$ cat config.mk
export PLATFORM = sky130hd
export DESIGN_NAME = string_escape_decoder_unit
export DESIGN_NICKNAME = d
export VERILOG_FILES = /design/src/hdl/sed_pkg.sv /design/src/hdl/sed_front.sv /design/src/hdl/sed_queue.sv /design/src/hdl/sed_back.sv /design/src/hdl/string_escape_decoder_unit.sv
export SDC_FILE = /design/constraint.sdc
export NUM_CORES = 1
export LEC_CHECK = 0
export CAP_MARGIN = 20
export CORE_ASPECT_RATIO = 0.75
export CORE_MARGIN = 1.5
export CORE_UTILIZATION = 42
export CTS_CLUSTER_DIAMETER = 120
export CTS_CLUSTER_SIZE = 8
export DETAILED_ROUTE_END_ITERATION = 12
export DONT_BUFFER_PORTS = 1
export PLACE_DENSITY = 0.66
export SLEW_MARGIN = 15
export SYNTH_ARGS = -nofsm -noshare
export SYNTH_HDL_FRONTEND = slang
export SYNTH_SLANG_ARGS = --single-unit
$ cat constraint.sdc
create_clock -name i_clk -period 10.16 [get_ports i_clk]
set_input_delay 2.032 -clock i_clk [delete_from_list [all_inputs] [get_ports i_clk]]
set_output_delay 2.032 -clock i_clk [all_outputs]
set_load 0.01 [all_outputs]
$ cat src/hdl/sed_pkg.sv
package sed_pkg;

    // Default depth of the job queue between the parser and the emitter.
    localparam int QUEUE_DEPTH_DEF = 2;

    // Held digits: at most seven are ever stored before an escape completes.
    localparam int DIG_MAX = 7;
    localparam int DIG_W   = 3;

    localparam logic [7:0] CH_BSLASH = 8'h5C;
    localparam logic [7:0] CH_QUOTE  = 8'h22;
    localparam logic [7:0] CH_APOS   = 8'h27;
    localparam logic [7:0] CH_ZERO   = 8'h30;
    localparam logic [7:0] CH_NINE   = 8'h39;
    localparam logic [7:0] CH_UP_A   = 8'h41;
    localparam logic [7:0] CH_UP_F   = 8'h46;
    localparam logic [7:0] CH_LOW_B  = 8'h62;
    localparam logic [7:0] CH_LOW_N  = 8'h6E;
    localparam logic [7:0] CH_LOW_R  = 8'h72;
    localparam logic [7:0] CH_LOW_T  = 8'h74;
    localparam logic [7:0] CH_LOW_X  = 8'h78;
    localparam logic [7:0] CH_LOW_U  = 8'h75;
    localparam logic [7:0] CH_UP_U   = 8'h55;
    localparam logic [7:0] CASE_BIT  = 8'h20;

    localparam logic [7:0] BYTE_NUL  = 8'h00;
    localparam logic [7:0] BYTE_BS   = 8'h08;
    localparam logic [7:0] BYTE_LF   = 8'h0A;
    localparam logic [7:0] BYTE_CR   = 8'h0D;
    localparam logic [7:0] BYTE_TAB  = 8'h09;

    localparam logic [31:0] CP_MAX   = 32'h0010_FFFF;

    typedef struct packed {
        logic [7:0] in_byte;
        logic       end_of_string;
    } t_in_item;

    typedef struct packed {
        logic [7:0] out_byte;
        logic       last_of_run;
        logic       string_done;
        logic       bad_codepoint;
    } t_out_item;

    typedef enum logic [1:0] {
        JOB_SINGLE,
        JOB_UTF8,
        JOB_FLUSH
    } t_job_kind;

    // One parsed item's worth of output work.
    typedef struct packed {
        t_job_kind                kind;
        logic                     is_end;
        logic                     bad;       // single: out-of-range code point
        logic [7:0]               lit_byte;  // single: the byte; flush: tail byte
        logic                     has_tail;
        logic [7:0]               letter;
        logic [DIG_W-1:0]         dig_cnt;
        logic [DIG_MAX-1:0][7:0]  digits;
        logic [20:0]              cp;
    } t_job;

endpackage

$ cat src/hdl/sed_front.sv
module sed_front (
    input  logic            i_clk,
    input  logic            i_rst_n,
    input  logic            i_in_valid,
    output logic            o_in_ready,
    input  sed_pkg::t_in_item i_in_data,
    output logic            o_job_valid,
    output sed_pkg::t_job   o_job,
    input  logic            i_job_ready
);

    typedef enum logic [2:0] {
        M_TEXT,
        M_ESC,
        M_X,
        M_SU,
        M_BU
    } t_mode;

    t_mode                                   r_mode, n_mode;
    logic [7:0]                              r_letter, n_letter;
    logic [sed_pkg::DIG_W-1:0]               r_cnt, n_cnt;
    logic [27:0]                             r_accum, n_accum;
    logic [sed_pkg::DIG_MAX-1:0][7:0]        r_digits;

    logic                                    accept;
    logic [7:0]                              b;
    logic                                    e;
    logic [7:0]                              up;
    logic                                    hex_ok;
    logic [3:0]                              hex_val;
    logic [3:0]                              need;
    logic [3:0]                              new_cnt;
    logic [31:0]                             accum_nx;
    logic [sed_pkg::DIG_MAX-1:0][7:0]        dig_cur;
    logic                                    store_dig;
    logic                                    job_valid;
    sed_pkg::t_job                           job;

    assign accept     = i_in_valid && i_job_ready;
    assign o_in_ready = i_job_ready;
    assign b          = i_in_data.in_byte;
    assign e          = i_in_data.end_of_string;
    assign up         = b & ~sed_pkg::CASE_BIT;

    always_comb begin
        hex_ok  = 1'b0;
        hex_val = 4'd0;
        if (b >= sed_pkg::CH_ZERO && b <= sed_pkg::CH_NINE) begin
            hex_ok  = 1'b1;
            hex_val = b[3:0];
        end else if (up >= sed_pkg::CH_UP_A && up <= sed_pkg::CH_UP_F) begin
            hex_ok  = 1'b1;
            hex_val = up[3:0] + 4'd9;
        end
    end

    assign new_cnt  = {1'b0, r_cnt} + 4'd1;
    assign accum_nx = {r_accum, hex_val};

    // held digits with the current byte dropped in at the next free slot
    always_comb begin
        for (int k = 0; k < sed_pkg::DIG_MAX; k++) begin
            dig_cur[k] = (k[sed_pkg::DIG_W-1:0] == r_cnt) ? b : r_digits[k];
        end
    end

    always_comb begin
        n_mode    = r_mode;
        n_letter  = r_letter;
        n_cnt     = r_cnt;
        n_accum   = r_accum;
        store_dig = 1'b0;
        job_valid = 1'b0;
        job       = '0;
        job.is_end = e;
        need      = 4'd8;

        unique case (r_mode)
            M_TEXT: begin
                if (b == sed_pkg::CH_BSLASH && !e) begin
                    n_mode = M_ESC;
                end else begin
                    job_valid    = 1'b1;
                    job.kind     = sed_pkg::JOB_SINGLE;
                    job.lit_byte = b;
                end
            end
            M_ESC: begin
                n_mode       = M_TEXT;
                job_valid    = 1'b1;
                job.kind     = sed_pkg::JOB_SINGLE;
                job.lit_byte = b;
                unique case (b)
                    sed_pkg::CH_BSLASH: job.lit_byte = sed_pkg::CH_BSLASH;
                    sed_pkg::CH_ZERO:   job.lit_byte = sed_pkg::BYTE_NUL;
                    sed_pkg::CH_QUOTE:  job.lit_byte = sed_pkg::CH_QUOTE;
                    sed_pkg::CH_APOS:   job.lit_byte = sed_pkg::CH_APOS;
                    sed_pkg::CH_LOW_B:  job.lit_byte = sed_pkg::BYTE_BS;
                    sed_pkg::CH_LOW_N:  job.lit_byte = sed_pkg::BYTE_LF;
                    sed_pkg::CH_LOW_R:  job.lit_byte = sed_pkg::BYTE_CR;
                    sed_pkg::CH_LOW_T:  job.lit_byte = sed_pkg::BYTE_TAB;
                    sed_pkg::CH_LOW_X, sed_pkg::CH_LOW_U, sed_pkg::CH_UP_U: begin
                        if (e) begin
                            job.kind   = sed_pkg::JOB_FLUSH;
                            job.letter = b;
                        end else begin
                            job_valid = 1'b0;
                            n_letter  = b;
                            n_cnt     = '0;
                            n_accum   = '0;
                            n_mode    = (b == sed_pkg::CH_LOW_X) ? M_X :
                                        (b == sed_pkg::CH_LOW_U) ? M_SU : M_BU;
                        end
                    end
                    default: begin
                        // unknown escape: backslash and byte go out as-is
                        job.kind   = sed_pkg::JOB_FLUSH;
                        job.letter = b;
                    end
                endcase
            end
            M_X, M_SU, M_BU: begin
                need = (r_mode == M_X) ? 4'd2 : (r_mode == M_SU) ? 4'd4 : 4'd8;
                if (!hex_ok) begin
                    // bad digit: replay the escape, then treat b as text
                    job_valid  = 1'b1;
                    job.kind   = sed_pkg::JOB_FLUSH;
                    job.letter = r_letter;
                    job.dig_cnt = r_cnt;
                    job.digits = r_digits;
                    n_mode     = M_TEXT;
                    n_letter   = '0;
                    n_cnt      = '0;
                    n_accum    = '0;
                    if (b == sed_pkg::CH_BSLASH && !e) begin
                        n_mode = M_ESC;
                    end else begin
                        job.has_tail = 1'b1;
                        job.lit_byte = b;
                    end
                end else if (new_cnt >= need) begin
                    job_valid = 1'b1;
                    n_mode    = M_TEXT;
                    n_letter  = '0;
                    n_cnt     = '0;
                    n_accum   = '0;
                    if (r_mode == M_X) begin
                        job.kind     = sed_pkg::JOB_SINGLE;
                        job.lit_byte = accum_nx[7:0];
                    end else if (accum_nx > sed_pkg::CP_MAX) begin
                        job.kind     = sed_pkg::JOB_SINGLE;
                        job.bad      = 1'b1;
                        job.lit_byte = '0;
                    end else begin
                        job.kind = sed_pkg::JOB_UTF8;
                        job.cp   = accum_nx[20:0];
                    end
                end else if (e) begin
                    job_valid   = 1'b1;
                    job.kind    = sed_pkg::JOB_FLUSH;
                    job.letter  = r_letter;
                    job.dig_cnt = new_cnt[sed_pkg::DIG_W-1:0];
                    job.digits  = dig_cur;
                end else begin
                    store_dig = 1'b1;
                    n_cnt     = new_cnt[sed_pkg::DIG_W-1:0];
                    n_accum   = accum_nx[27:0];
                end
            end
            default: begin
                n_mode = M_TEXT;
            end
        endcase

        if (e) begin
            n_mode   = M_TEXT;
            n_letter = '0;
            n_cnt    = '0;
            n_accum  = '0;
        end
    end

    assign o_job_valid = accept && job_valid;
    assign o_job       = job;

    always_ff @(posedge i_clk) begin
        if (!i_rst_n) begin
            r_mode   <= M_TEXT;
            r_letter <= '0;
            r_cnt    <= '0;
            r_accum  <= '0;
        end else if (accept) begin
            r_mode   <= n_mode;
            r_letter <= n_letter;
            r_cnt    <= n_cnt;
            r_accum  <= n_accum;
        end
    end

    always_ff @(posedge i_clk) begin
        if (accept && store_dig) begin
            r_digits[r_cnt] <= b;
        end
    end

endmodule

$ cat src/hdl/sed_queue.sv
module sed_queue #(
    parameter int DEPTH = sed_pkg::QUEUE_DEPTH_DEF
) (
    input  logic          i_clk,
    input  logic          i_rst_n,
    input  logic          i_push,
    input  sed_pkg::t_job i_push_job,
    output logic          o_ready,
    output logic          o_valid,
    output sed_pkg::t_job o_job,
    input  logic          i_pop
);

    localparam int PTR_W = (DEPTH > 1) ? $clog2(DEPTH) : 1;
    localparam int CNT_W = $clog2(DEPTH + 1);
    localparam logic [PTR_W-1:0] PTR_LAST = PTR_W'(DEPTH - 1);
    localparam logic [CNT_W-1:0] CNT_FULL = CNT_W'(DEPTH);

    sed_pkg::t_job      r_mem [DEPTH];
    logic [PTR_W-1:0]   r_wr, r_rd;
    logic [CNT_W-1:0]   r_cnt;
    logic               do_push, do_pop;

    assign o_ready = (r_cnt != CNT_FULL);
    assign o_valid = (r_cnt != '0);
    assign o_job   = r_mem[r_rd];
    assign do_push = i_push && o_ready;
    assign do_pop  = i_pop && o_valid;

    always_ff @(posedge i_clk) begin
        if (!i_rst_n) begin
            r_wr  <= '0;
            r_rd  <= '0;
            r_cnt <= '0;
        end else begin
            if (do_push) begin
                r_wr <= (r_wr == PTR_LAST) ? '0 : r_wr + 1'b1;
            end
            if (do_pop) begin
                r_rd <= (r_rd == PTR_LAST) ? '0 : r_rd + 1'b1;
            end
            if (do_push && !do_pop) begin
                r_cnt <= r_cnt + 1'b1;
            end else if (do_pop && !do_push) begin
                r_cnt <= r_cnt - 1'b1;
            end
        end
    end

    always_ff @(posedge i_clk) begin
        if (do_push) begin
            r_mem[r_wr] <= i_push_job;
        end
    end

endmodule

$ cat src/hdl/sed_back.sv
module sed_back (
    input  logic               i_clk,
    input  logic               i_rst_n,
    input  logic               i_job_valid,
    input  sed_pkg::t_job      i_job,
    output logic               o_pop,
    output logic               o_out_valid,
    output sed_pkg::t_out_item o_out_data,
    input  logic               i_out_ready
);

    logic [3:0]          r_idx;
    logic                r_out_valid;
    sed_pkg::t_out_item  r_out;

    logic                load;
    logic [3:0]          len;
    logic [3:0]          off;
    logic [7:0]          byte_sel;
    logic [7:0]          utf_byte;
    logic                last;
    logic [20:0]         cp;

    assign cp   = i_job.cp;
    assign load = i_job_valid && (!r_out_valid || i_out_ready);
    assign off  = r_idx - 4'd2;

    always_comb begin
        unique case (i_job.kind)
            sed_pkg::JOB_UTF8: begin
                if (cp <= 21'h7F) begin
                    len = 4'd1;
                end else if (cp <= 21'h7FF) begin
                    len = 4'd2;
                end else if (cp <= 21'hFFFF) begin
                    len = 4'd3;
                end else begin
                    len = 4'd4;
                end
            end
            sed_pkg::JOB_FLUSH: begin
                len = 4'd2 + {1'b0, i_job.dig_cnt} + {3'b000, i_job.has_tail};
            end
            default: len = 4'd1;
        endcase
    end

    always_comb begin
        unique case (len)
            4'd1: utf_byte = {1'b0, cp[6:0]};
            4'd2: utf_byte = (r_idx[1:0] == 2'd0) ? {3'b110, cp[10:6]}
                                                  : {2'b10, cp[5:0]};
            4'd3: begin
                unique case (r_idx[1:0])
                    2'd0:    utf_byte = {4'b1110, cp[15:12]};
                    2'd1:    utf_byte = {2'b10, cp[11:6]};
                    default: utf_byte = {2'b10, cp[5:0]};
                endcase
            end
            default: begin
                unique case (r_idx[1:0])
                    2'd0:    utf_byte = {5'b11110, cp[20:18]};
                    2'd1:    utf_byte = {2'b10, cp[17:12]};
                    2'd2:    utf_byte = {2'b10, cp[11:6]};
                    default: utf_byte = {2'b10, cp[5:0]};
                endcase
            end
        endcase
    end

    always_comb begin
        unique case (i_job.kind)
            sed_pkg::JOB_UTF8: byte_sel = utf_byte;
            sed_pkg::JOB_FLUSH: begin
                if (r_idx == 4'd0) begin
                    byte_sel = sed_pkg::CH_BSLASH;
                end else if (r_idx == 4'd1) begin
                    byte_sel = i_job.letter;
                end else if (off < {1'b0, i_job.dig_cnt}) begin
                    byte_sel = i_job.digits[off[sed_pkg::DIG_W-1:0]];
                end else begin
                    byte_sel = i_job.lit_byte;
                end
            end
            default: byte_sel = i_job.lit_byte;
        endcase
    end

    assign last  = (r_idx == len - 4'd1);
    assign o_pop = load && last;

    always_ff @(posedge i_clk) begin
        if (!i_rst_n) begin
            r_idx       <= '0;
            r_out_valid <= 1'b0;
        end else if (load) begin
            r_out_valid <= 1'b1;
            r_idx       <= last ? 4'd0 : r_idx + 4'd1;
        end else if (i_out_ready) begin
            r_out_valid <= 1'b0;
        end
    end

    always_ff @(posedge i_clk) begin
        if (load) begin
            r_out.out_byte      <= byte_sel;
            r_out.last_of_run   <= last;
            r_out.string_done   <= last && i_job.is_end;
            r_out.bad_codepoint <= i_job.bad;
        end
    end

    assign o_out_valid = r_out_valid;
    assign o_out_data  = r_out;

endmodule

$ cat src/hdl/string_escape_decoder_unit.sv
// Backslash-escape decoder with UTF-8 output.
//
// Input channel (i_in_valid / o_in_ready / i_in_data): one byte of the escaped
// string per transfer, with end_of_string set on its last byte. Output channel
// (o_out_valid / i_out_ready / o_out_data): one decoded byte per transfer,
// with last_of_run on the final byte an input caused, string_done on the final
// byte of the string and bad_codepoint on the single result of a \U value
// above U+10FFFF.
//
// An input's first result passes the job queue, then the output register.
// Throughput: one input byte per cycle while each byte yields at most one
// result and the receiver keeps up. An input that yields N results (up to
// 10, for a replayed \U escape) holds the emitter until all N are out; the
// parser keeps accepting until the job queue (QUEUE_DEPTH entries) fills,
// then drops o_in_ready.
//
// When the receiver stalls, the output register holds its byte, the emitter
// waits, and input backs up through the job queue to o_in_ready.
// Reset (synchronous, active low) returns the parser to plain text and
// empties the queue and the output register. No clearing pass is needed.
module string_escape_decoder_unit #(
    parameter int QUEUE_DEPTH = sed_pkg::QUEUE_DEPTH_DEF
) (
    input  logic               i_clk,
    input  logic               i_rst_n,
    input  logic               i_in_valid,
    output logic               o_in_ready,
    input  sed_pkg::t_in_item  i_in_data,
    output logic               o_out_valid,
    input  logic               i_out_ready,
    output sed_pkg::t_out_item o_out_data
);

    // parser -> queue
    logic          push;
    sed_pkg::t_job push_job;
    logic          q_ready;

    // queue -> emitter
    logic          q_valid;
    sed_pkg::t_job q_job;
    logic          pop;

    // Parser: tracks escape state, turns each byte into at most one job.
    sed_front u_front (
        .i_clk       (i_clk),
        .i_rst_n     (i_rst_n),
        .i_in_valid  (i_in_valid),
        .o_in_ready  (o_in_ready),
        .i_in_data   (i_in_data),
        .o_job_valid (push),
        .o_job       (push_job),
        .i_job_ready (q_ready)
    );

    // Short job queue decoupling parse from emit.
    sed_queue #(
        .DEPTH (QUEUE_DEPTH)
    ) u_queue (
        .i_clk      (i_clk),
        .i_rst_n    (i_rst_n),
        .i_push     (push),
        .i_push_job (push_job),
        .o_ready    (q_ready),
        .o_valid    (q_valid),
        .o_job      (q_job),
        .i_pop      (pop)
    );

    // Emitter: walks a job one output byte per cycle into the output register, unless stalled.
    sed_back u_back (
        .i_clk       (i_clk),
        .i_rst_n     (i_rst_n),
        .i_job_valid (q_valid),
        .i_job       (q_job),
        .o_pop       (pop),
        .o_out_valid (o_out_valid),
        .o_out_data  (o_out_data),
        .i_out_ready (i_out_ready)
    );

endmodule

==> results of run 1 <==
## power by group
| group | switching (W) | internal, W | leakage, nW |
|---|---|---|---|
| clock network | 0.000559 | 0.000855 | 0.637 |
| registers | 0.0000984 | 0.00162 | 2.98 |
| logic | 0.000688 | 0.000455 | 2.11 |
## Yosys cell counts (10+ instances only)
library cell | number | area share [%]
sky130_fd_sc_hd__nand2_1 | 94 | 2.4
sky130_fd_sc_hd__inv_1 | 23 | 0.58
sky130_fd_sc_hd__xnor2_1 | 11 | 0.64
sky130_fd_sc_hd__nor2_1 | 111 | 2.8
sky130_fd_sc_hd__a221o_1 | 11 | 0.74
sky130_fd_sc_hd__o21ai_0 | 32 | 1.1
sky130_fd_sc_hd__nor4_1 | 14 | 0.59
sky130_fd_sc_hd__mux2_2 | 31 | 2.3
sky130_fd_sc_hd__buf_2 | 16 | 0.54
sky130_fd_sc_hd__and3_1 | 11 | 0.46
sky130_fd_sc_hd__clkbuf_1 | 45 | 1.1
sky130_fd_sc_hd__ha_1 | 31 | 2.6
sky130_fd_sc_hd__edfxtp_1 | 269 | 54
sky130_fd_sc_hd__and2_1 | 24 | 1.0
sky130_fd_sc_hd__dfxtp_1 | 52 | 7.0
sky130_fd_sc_hd__a22o_1 | 10 | 0.59
sky130_fd_sc_hd__mux2i_1 | 56 | 3.8
sky130_fd_sc_hd__nor3_1 | 21 | 0.70
sky130_fd_sc_hd__nand3_1 | 52 | 1.7
sky130_fd_sc_hd__nor2b_1 | 10 | 0.42
sky130_fd_sc_hd__a21oi_1 | 81 | 2.7
sky130_fd_sc_hd__a22oi_1 | 31 | 1.6
sky130_fd_sc_hd__mux4_2 | 24 | 3.6
## state kept, by name, indices dropped and copies added (netlist names), named ones only
signal and flops:
u_queue.r_cnt 2, u_front.r_cnt 3, u_front.r_accum 28, u_queue.r_mem 202, u_queue.r_rd 1, u_front.r_mode 3, u_queue.r_wr 1, u_back.o_out_valid 1
u_front.r_letter 8, u_front.r_digits 56, u_back.o_out_data 11, u_back.r_idx 4
## kinds of logic (layout without fill, tap and decap cells)
kind of cell | count (synthesis) | in the layout | synth area share, %
muxes | 111 | 111 | 9.70
xor gates and xnor gates | 17 | 17 | 0.996
AOI/OAI and AO/OA | 239 | 239 | 10.6
and+or+nand+nor | 379 | 379 | 12.2
adders and majority gates | 31 | 31 | 2.60
buffers and inverters | 101 | 117 | 2.85
DFF | 321 | 321 | 61.0
## critical path, cell delays in order, from the launching register on
cell                      delay [ns]
sky130_fd_sc_hd__dfxtp_4        0.78
sky130_fd_sc_hd__buf_4          0.68
sky130_fd_sc_hd__mux2i_1        0.34
sky130_fd_sc_hd__inv_1          0.08
sky130_fd_sc_hd__ha_1           0.44
sky130_fd_sc_hd__nor2b_1        0.54
sky130_fd_sc_hd__o21ai_0        0.24
sky130_fd_sc_hd__o22a_1         0.27
sky130_fd_sc_hd__ha_1           0.20
sky130_fd_sc_hd__xor2_1         0.15
sky130_fd_sc_hd__xnor2_1        0.28
sky130_fd_sc_hd__nand4_1        0.17
sky130_fd_sc_hd__o31a_1         0.42
sky130_fd_sc_hd__ha_1           0.38
sky130_fd_sc_hd__or3_1          0.35
sky130_fd_sc_hd__a21oi_1        0.15
## metrics by stage
stage | instance area, sq um | std cells | total power [W] | worst slack (ns) | hold WS (ns)
4_1_cts | 16600 | 1670 | 0.00429 | 4.60 | 0.450
5_1_grt | 16700 | 1672 | 0.00448 | 4.21 | 0.464
2_1_floorplan | 14900 | 1199 | 0.00259 | 1.21 | 0.432
3_5_place_dp | 15300 | 1594 | 0.00287 | 4.23 | 0.443
3_3_place_gp | 15300 | 1593 | 0.00286 | 4.26 | 0.438
6_report | 16700 | 1672 | 0.00428 | 4.59 | 0.452
## layout by cell type, fill, tap and decap left out, types with 10 or more instances in the layout
master	instances
sky130_fd_sc_hd__edfxtp_1	269
sky130_fd_sc_hd__nor2_1	109
sky130_fd_sc_hd__nand2_1	94
sky130_fd_sc_hd__a21oi_1	81
sky130_fd_sc_hd__mux2i_1	56
sky130_fd_sc_hd__nand3_1	52
sky130_fd_sc_hd__dfxtp_1	51
sky130_fd_sc_hd__clkbuf_16	47
sky130_fd_sc_hd__o21ai_0	32
sky130_fd_sc_hd__a22oi_1	31
sky130_fd_sc_hd__mux2_2	31
sky130_fd_sc_hd__ha_1	31
sky130_fd_sc_hd__clkbuf_1	26
sky130_fd_sc_hd__mux4_2	24
sky130_fd_sc_hd__inv_1	23
sky130_fd_sc_hd__and2_1	23
sky130_fd_sc_hd__nor3_1	21
sky130_fd_sc_hd__nor4_1	14
sky130_fd_sc_hd__buf_4	12
sky130_fd_sc_hd__and3_1	11
sky130_fd_sc_hd__xnor2_1	11
sky130_fd_sc_hd__a221o_1	11
sky130_fd_sc_hd__a22o_1	10
## routing by layer
| metal | track usage (%) | wire length [um] |
|---|---|---|
| met2 | 26.7 | 14700 |
| met1 | 32.3 | 18200 |
| met4 | 4.50 | 456 |
| met3 | 5.10 | 3680 |
| met5 | 0 | 0 |
## area by class of cell
type,instances,share of cell area [%]
inverter,26,0.585
clock buffer,73,7.64
sequential,321,54.7
timing repair buffer,15,0.765
tap,457,3.43
clock inverter,3,0.413
multi-input combinational,777,32.5
## worst paths after layout
check / start / end / slack (ns) / cells after the start
max: flop / u_queue.r_cnt[1] / 4.59 / 15
min reg2reg: u_front.r_letter[5] / u_front.r_letter[5] / 0.45 / 2
min: u_front.r_letter[5] / u_front.r_letter[5] / 0.45 / 2
max reg2reg: flop / u_queue.r_cnt[1] / 4.59 / 15
==> parameters.txt, run 1 <==
Parameter                              Value

Run status
  Result of the run    finished with violations
  Violations in the final reports    design-rule violations

STA
  Max-slew violation total from the final report    0
  Slew Limit Headroom    37.5%
  Fin Setup TNS    0 ns
  Setup repair after global routing missed its margin    false
  Fmax achieved    179 MHz
  Layout Skew    0.0285 ns
  Shortest period the worst path allows    5.57 ns
  Final setup violation count    0
  Hold violation total from the final report    0
  Transition at the pin with the smallest max-transition slack    0.937 ns
  Tcrit/Tclk final    54.8%

Synth
  Total standard cell area after synthesis    0.0149 sq mm
  EDFF count, synth    269
  Count of warnings emitted by yosys    0
  Count of state elements after synthesis    321
  Count of distinct cell types in the synthesized netlist    73
  Mean instance size in the synthesized netlist    12.5 sq um
  Primary flip-flop cell chosen by synthesis mapping    sky130_fd_sc_hd__edfxtp_1
  Post-Synthesis Cells    1199
  Nets in the synthesized netlist    1243
  Asr flop ratio synth    0%
  Share of the yosys chip area belonging to registers    61.0%

GRT
  First-pass GRT wire length    56000 um
  Maximum number of pins on one net before global-route repair    84
  Number of global-route vias before repair    9173
  Antenna violations before repair    0
  GR Overflow Total    0
  Total routing resource utilization after global routing    20.1%

Clocking
  Clock latency of the later-clocked register in the worst-skew pair    0.57 ns
  Clock Root Buffer    sky130_fd_sc_hd__clkbuf_16
  CTS tree    done
  Maximum buffer depth of the clock tree    3
  Number of CTS-inserted buffers    46
  Clock net sink count    321
  CTS resizes    0
  Buffers inserted during post-CTS setup optimization    0
  Count of hold-fix buffers inserted at cts    0
  Clock transition at the registers of the reported paths    0.06 ns
  Clock H-tree levels    2

Routing
  Wire per inst    22.1 um
  DRC violation total after the first TritonRoute iteration    1214
  DRC Markers    3
  Vias per cell    5.90
  Total detailed-routing wirelength    37000 um
  Count of nets left with antenna violations after detail routing    0
  TritonRoute pass-1 iters    10
  Detailed-route via count    9859

Worst setup path
  Critical-path maximum fanout    49
  Class of the most critical setup path    flop to flop
  Critical path endpoint category    flop
  Data arrival time at the worst-slack endpoint    6.06 ns
  Critical path startpoint category    flop
  Worst path required time    10.65 ns

Die
  Chip Width    221 um
  Row count    59
  Placeable Area    0.0348 sq mm
  Die outline height    166 um
  Io pins    26
  Die Outline Area    0.0367 sq mm
  Initial cell density of the core    42.9%

Placement
  HPWL after detailed placement    25000 um
  Routability congestion estimate from global placement    0.912
  Number of port buffers    0

Power and ir drop
  Largest voltage drop on the vdd net    138 uV
  Power density relative to cell area    256 mW/mm^2
  Pleak    5.73 nW

Final layout
  Number of nets in the final layout    1231
  Layout cell share with drive strength beyond 1    11.5%
  Sequential cell area    0.00912 sq mm
  Total inserted antenna cells    0
  Relative area change from synthesis to final layout    11.6%
  Multi-input logic area    0.00542 sq mm
  Filler Cells Inserted    3046
  Post-layout utilization of the core    47.9%

Worst hold path
  Hold/Removal Path Class    flop to flop

Job
  Count of maximum capacitance violations    0
Power figures use the tool's default switching activity.
==> run 2, diff against run 1 <==
- ABC_AREA: unset -> 1
- PLACE_DENSITY: 0.66 -> 0.69
- clock period: 10.16 -> 4.6 ns (I/O delays scaled with it)
==> run 2 against run 1 <==
Against the previous run:
- the run now ends clean
- cell count is 24% higher
- routed wire length grew 7.8%
- clock-buffer cell count grew 7
- clock skew is essentially flat
- power grew to 2.6 times the previous value
- combinational power grew to 3.5 times the previous value
- flip-flop and latch count stayed put
- first-iteration DRC count up 8.9%
==> parameters.txt, run 2 <==
Parameter                              Value

Worst setup path
  Class of the most critical setup path    flop to flop
  Cell with the biggest individual delay on the critical path    sky130_fd_sc_hd__buf_4
  Crit path cell chain    inv_2 > buf_4 > nand2_1 > nand2_1 > inv_1 > ha_1 > or2_2 > nand2_1 > inv_1 > ha_1 > xnor2_1 > inv_1 > nand2_1 > nand3_1 > nor2_2 > nand3_2 > ha_1 > a21oi_1 > o21ai_0 > o21ai_0 > a21oi_1
  Worst path required time    5.03 ns (-5.62 ns)
  Delay of the slowest cell on the worst path    0.60 ns (-0.18 ns)
  Data arrival time at the worst-slack endpoint    4.44 ns (-1.62 ns)
  Critical path startpoint category    flop
  Critical-path maximum fanout    70 (+43%)
  Most used cell along the critical path    sky130_fd_sc_hd__nand2_1
  Critical path endpoint category    flop

Synth
  Count of state elements after synthesis    321 (unchanged)
  Total standard cell area after synthesis    0.0153 sq mm (+2.2%)
  Most instantiated cells after synthesis    sky130_fd_sc_hd__nand2_1 (305), sky130_fd_sc_hd__edfxtp_1 (269), sky130_fd_sc_hd__nor2_1 (199)
  Mean instance size in the synthesized netlist    9.71 sq um (-22%)
  Share of Yosys cell area claimed by the top area cell type    52.9% (-1.1 points)
  Count of warnings emitted by yosys    0 (unchanged)
  Top area cells in the synthesized netlist    sky130_fd_sc_hd__edfxtp_1 (53%), sky130_fd_sc_hd__nand2_1 (7.5%), sky130_fd_sc_hd__dfxtp_1 (6.8%)
  Share of the yosys chip area belonging to registers    59.7% (-1.3 points)
  Post-Synthesis Cells    1572 (+31%)
  Asr flop ratio synth    0% (unchanged)
  Nets in the synthesized netlist    1616 (+30%)
  Most area-hungry cell type in the Yosys netlist    sky130_fd_sc_hd__edfxtp_1
  Count of distinct cell types in the synthesized netlist    51 (-30%)
  Primary flip-flop cell chosen by synthesis mapping    sky130_fd_sc_hd__edfxtp_1
  EDFF count, synth    269 (unchanged)
  Most instantiated library cell after synthesis    sky130_fd_sc_hd__nand2_1

Final layout
  Commonest non-fill, non-tap cell in the layout    sky130_fd_sc_hd__nand2_1
  Layout cell share with drive strength beyond 1    8.19% (-3.3 points)
  Commonest cells after routing, fill and taps aside    sky130_fd_sc_hd__nand2_1 (305), sky130_fd_sc_hd__edfxtp_1 (269), sky130_fd_sc_hd__nor2_1 (197)
  Number of flip-flops under the largest register name    202 (unchanged)
  Number of nets in the final layout    1620 (+32%)
  Relative area change from synthesis to final layout    12.4%
  Biggest register    u_queue.r_mem
  Top Registers    u_queue.r_mem (202), u_front.r_digits (56), u_front.r_accum (28)
  Post-layout utilization of the core    47.9% (about the same)

STA
  Post-route worst setup slack    0.591 ns (-4.00 ns)
  Setup repair after global routing missed its margin    false
  Final setup violation count    0 (unchanged)
  Hold violation total from the final report    0 (unchanged)
  Fmax achieved    249 MHz (+39%)
  Max-slew violation total from the final report    0 (unchanged)
  Layout Skew    0.0288 ns (+0.000248 ns)
  Transition at the pin with the smallest max-transition slack    1.00 ns (+0.0633 ns)
  Tcrit/Tclk final    87.1% (+32 points)
  Slew Limit Headroom    32.7% (-4.8 points)
  Final hold slack    0.464 ns (+0.0115 ns)
  Shortest period the worst path allows    4.01 ns (-1.56 ns)

Clocking
  Clock Root Buffer    sky130_fd_sc_hd__clkbuf_16
  CTS tree    done
  Clock H-tree levels    2 (unchanged)
  Count of hold-fix buffers inserted at cts    0 (unchanged)
  Clock latency of the later-clocked register in the worst-skew pair    0.55 ns (-0.02 ns)
  Buffers inserted during post-CTS setup optimization    0 (unchanged)
  Clock transition at the registers of the reported paths    0.06 ns (about the same)
  Number of CTS-inserted buffers    46 (unchanged)
  CTS resizes    0 (unchanged)
  Clock net sink count    321 (unchanged)
  Maximum buffer depth of the clock tree    3 (unchanged)

Run status
  Result of the run    finished, final reports clean

Placement
  Pre-CTS setup slack    0.602 ns (-3.63 ns)
  Routability congestion estimate from global placement    0.913 (about the same)
  HPWL after detailed placement    26500 um (+6.1%)
  Number of port buffers    0 (unchanged)

Die
  Placeable Area    0.0358 sq mm (+2.8%)
  Io pins    26 (unchanged)
  Die outline height    168 um (+1.1%)
  Chip Width    223 um (+1.1%)
  Die Outline Area    0.0375 sq mm (+2.1%)
  Initial cell density of the core    42.6% (-0.25 points)
  Row count    60 (+1.7%)

GRT
  Total routing resource utilization after global routing    21.2% (+1.2 points)
  Antenna violations before repair    2 (+2)
  Maximum number of pins on one net before global-route repair    102 (+21%)
  First-pass GRT wire length    61200 um (+9.4%)
  Number of global-route vias before repair    10300 (+12%)
  GR Overflow Total    0 (unchanged)

Power and ir drop
  Pleak    6.42 nW (+12%)
  Power density relative to cell area    646 mW/mm^2 (+150%)
  Largest voltage drop on the vdd net    380 uV (+180%)

Routing
  Total detailed-routing wirelength    39900 um (+7.8%)
  Wire per inst    19.2 um (-13%)
  Detailed-route via count    11200 (+14%)
  DRC violation total after the first TritonRoute iteration    1322 (+8.9%)
  Vias per cell    5.40 (-8.4%)
  TritonRoute pass-1 iters    5 (-5)
  Count of nets left with antenna violations after detail routing    0 (unchanged)
  DRC Markers    0 (-3)

Worst hold path
  Hold/Removal Path Class    flop to flop

Job
  Count of maximum capacitance violations    0 (unchanged)
## run 2: per-stage QoR
stage	TNS, ns	cell area, sq um	total power [W]	cells
final	0	17200	0.0111	2078
after global routing	0	17200	0.0117	2076
after CTS	0	17100	0.0110	2075
after detailed placement	0	15800	0.00796	1992
after global placement	0	15800	0.00788	1991
after floorplan	-171.63	15300	0.00685	1572
## run 2: power breakdown
part           switching, W  internal (W)
registers          0.000175       0.00385
clock network       0.00121       0.00187
logic               0.00278       0.00119
total               0.00417       0.00691
## run 2: area by class of cell
type | instances | area [sq um]
clock buffers | 80 | 1280
multi-input cells | 1004 | 5170
inverters | 175 | 659
repair buffers | 28 | 295
flip-flops and latches | 321 | 9120
diodes | 2 | 5.00
fillers | 3152 | 18700
well taps | 465 | 582
clock inverters | 3 | 45.0
## run 2: worst max-delay path, delay by kind of cell (launching register included)
kind | cells | cell delay (ns)
compound gates | 4 | 0.47
simple gates | 8 | 1.17
flops | 1 | 0.34
fa+ha+maj | 3 | 0.83
buf+inv | 5 | 0.89
xor+xnor | 1 | 0.20
## run 2: cells by family after synthesis
kind of cell	count (synthesis)	share of synthesized area, %
multiplexers	6	0.393
AO/OA/AOI/OAI	330	13.2
XOR/XNOR	8	0.459
flip-flops	321	59.7
adder cells (fa/ha/maj)	31	2.54
buffers and inverters	247	6.61
AND/OR/NAND/NOR	629	17.1
## run 2: final timing paths
check,from,to,slack (ns),cells after the start
worst max-delay path,flop,u_queue.r_cnt[1],0.59,21
worst min-delay path,u_front.r_letter[3],u_front.r_letter[3],0.46,2
worst max register to register,flop,u_queue.r_cnt[1],0.59,21
worst min register to register,u_front.r_letter[3],u_front.r_letter[3],0.46,2
## run 2: layer usage
metal | vias to the layer above | track usage, % | routed length (um)
met2 | 431 | 29.2 | 16400
li1 | 5426 | - | -
met5 | - | 0 | 0
met1 | 5306 | 33.4 | 19000
met3 | 60 | 4.59 | 3780
met4 | 0 | 5.47 | 682
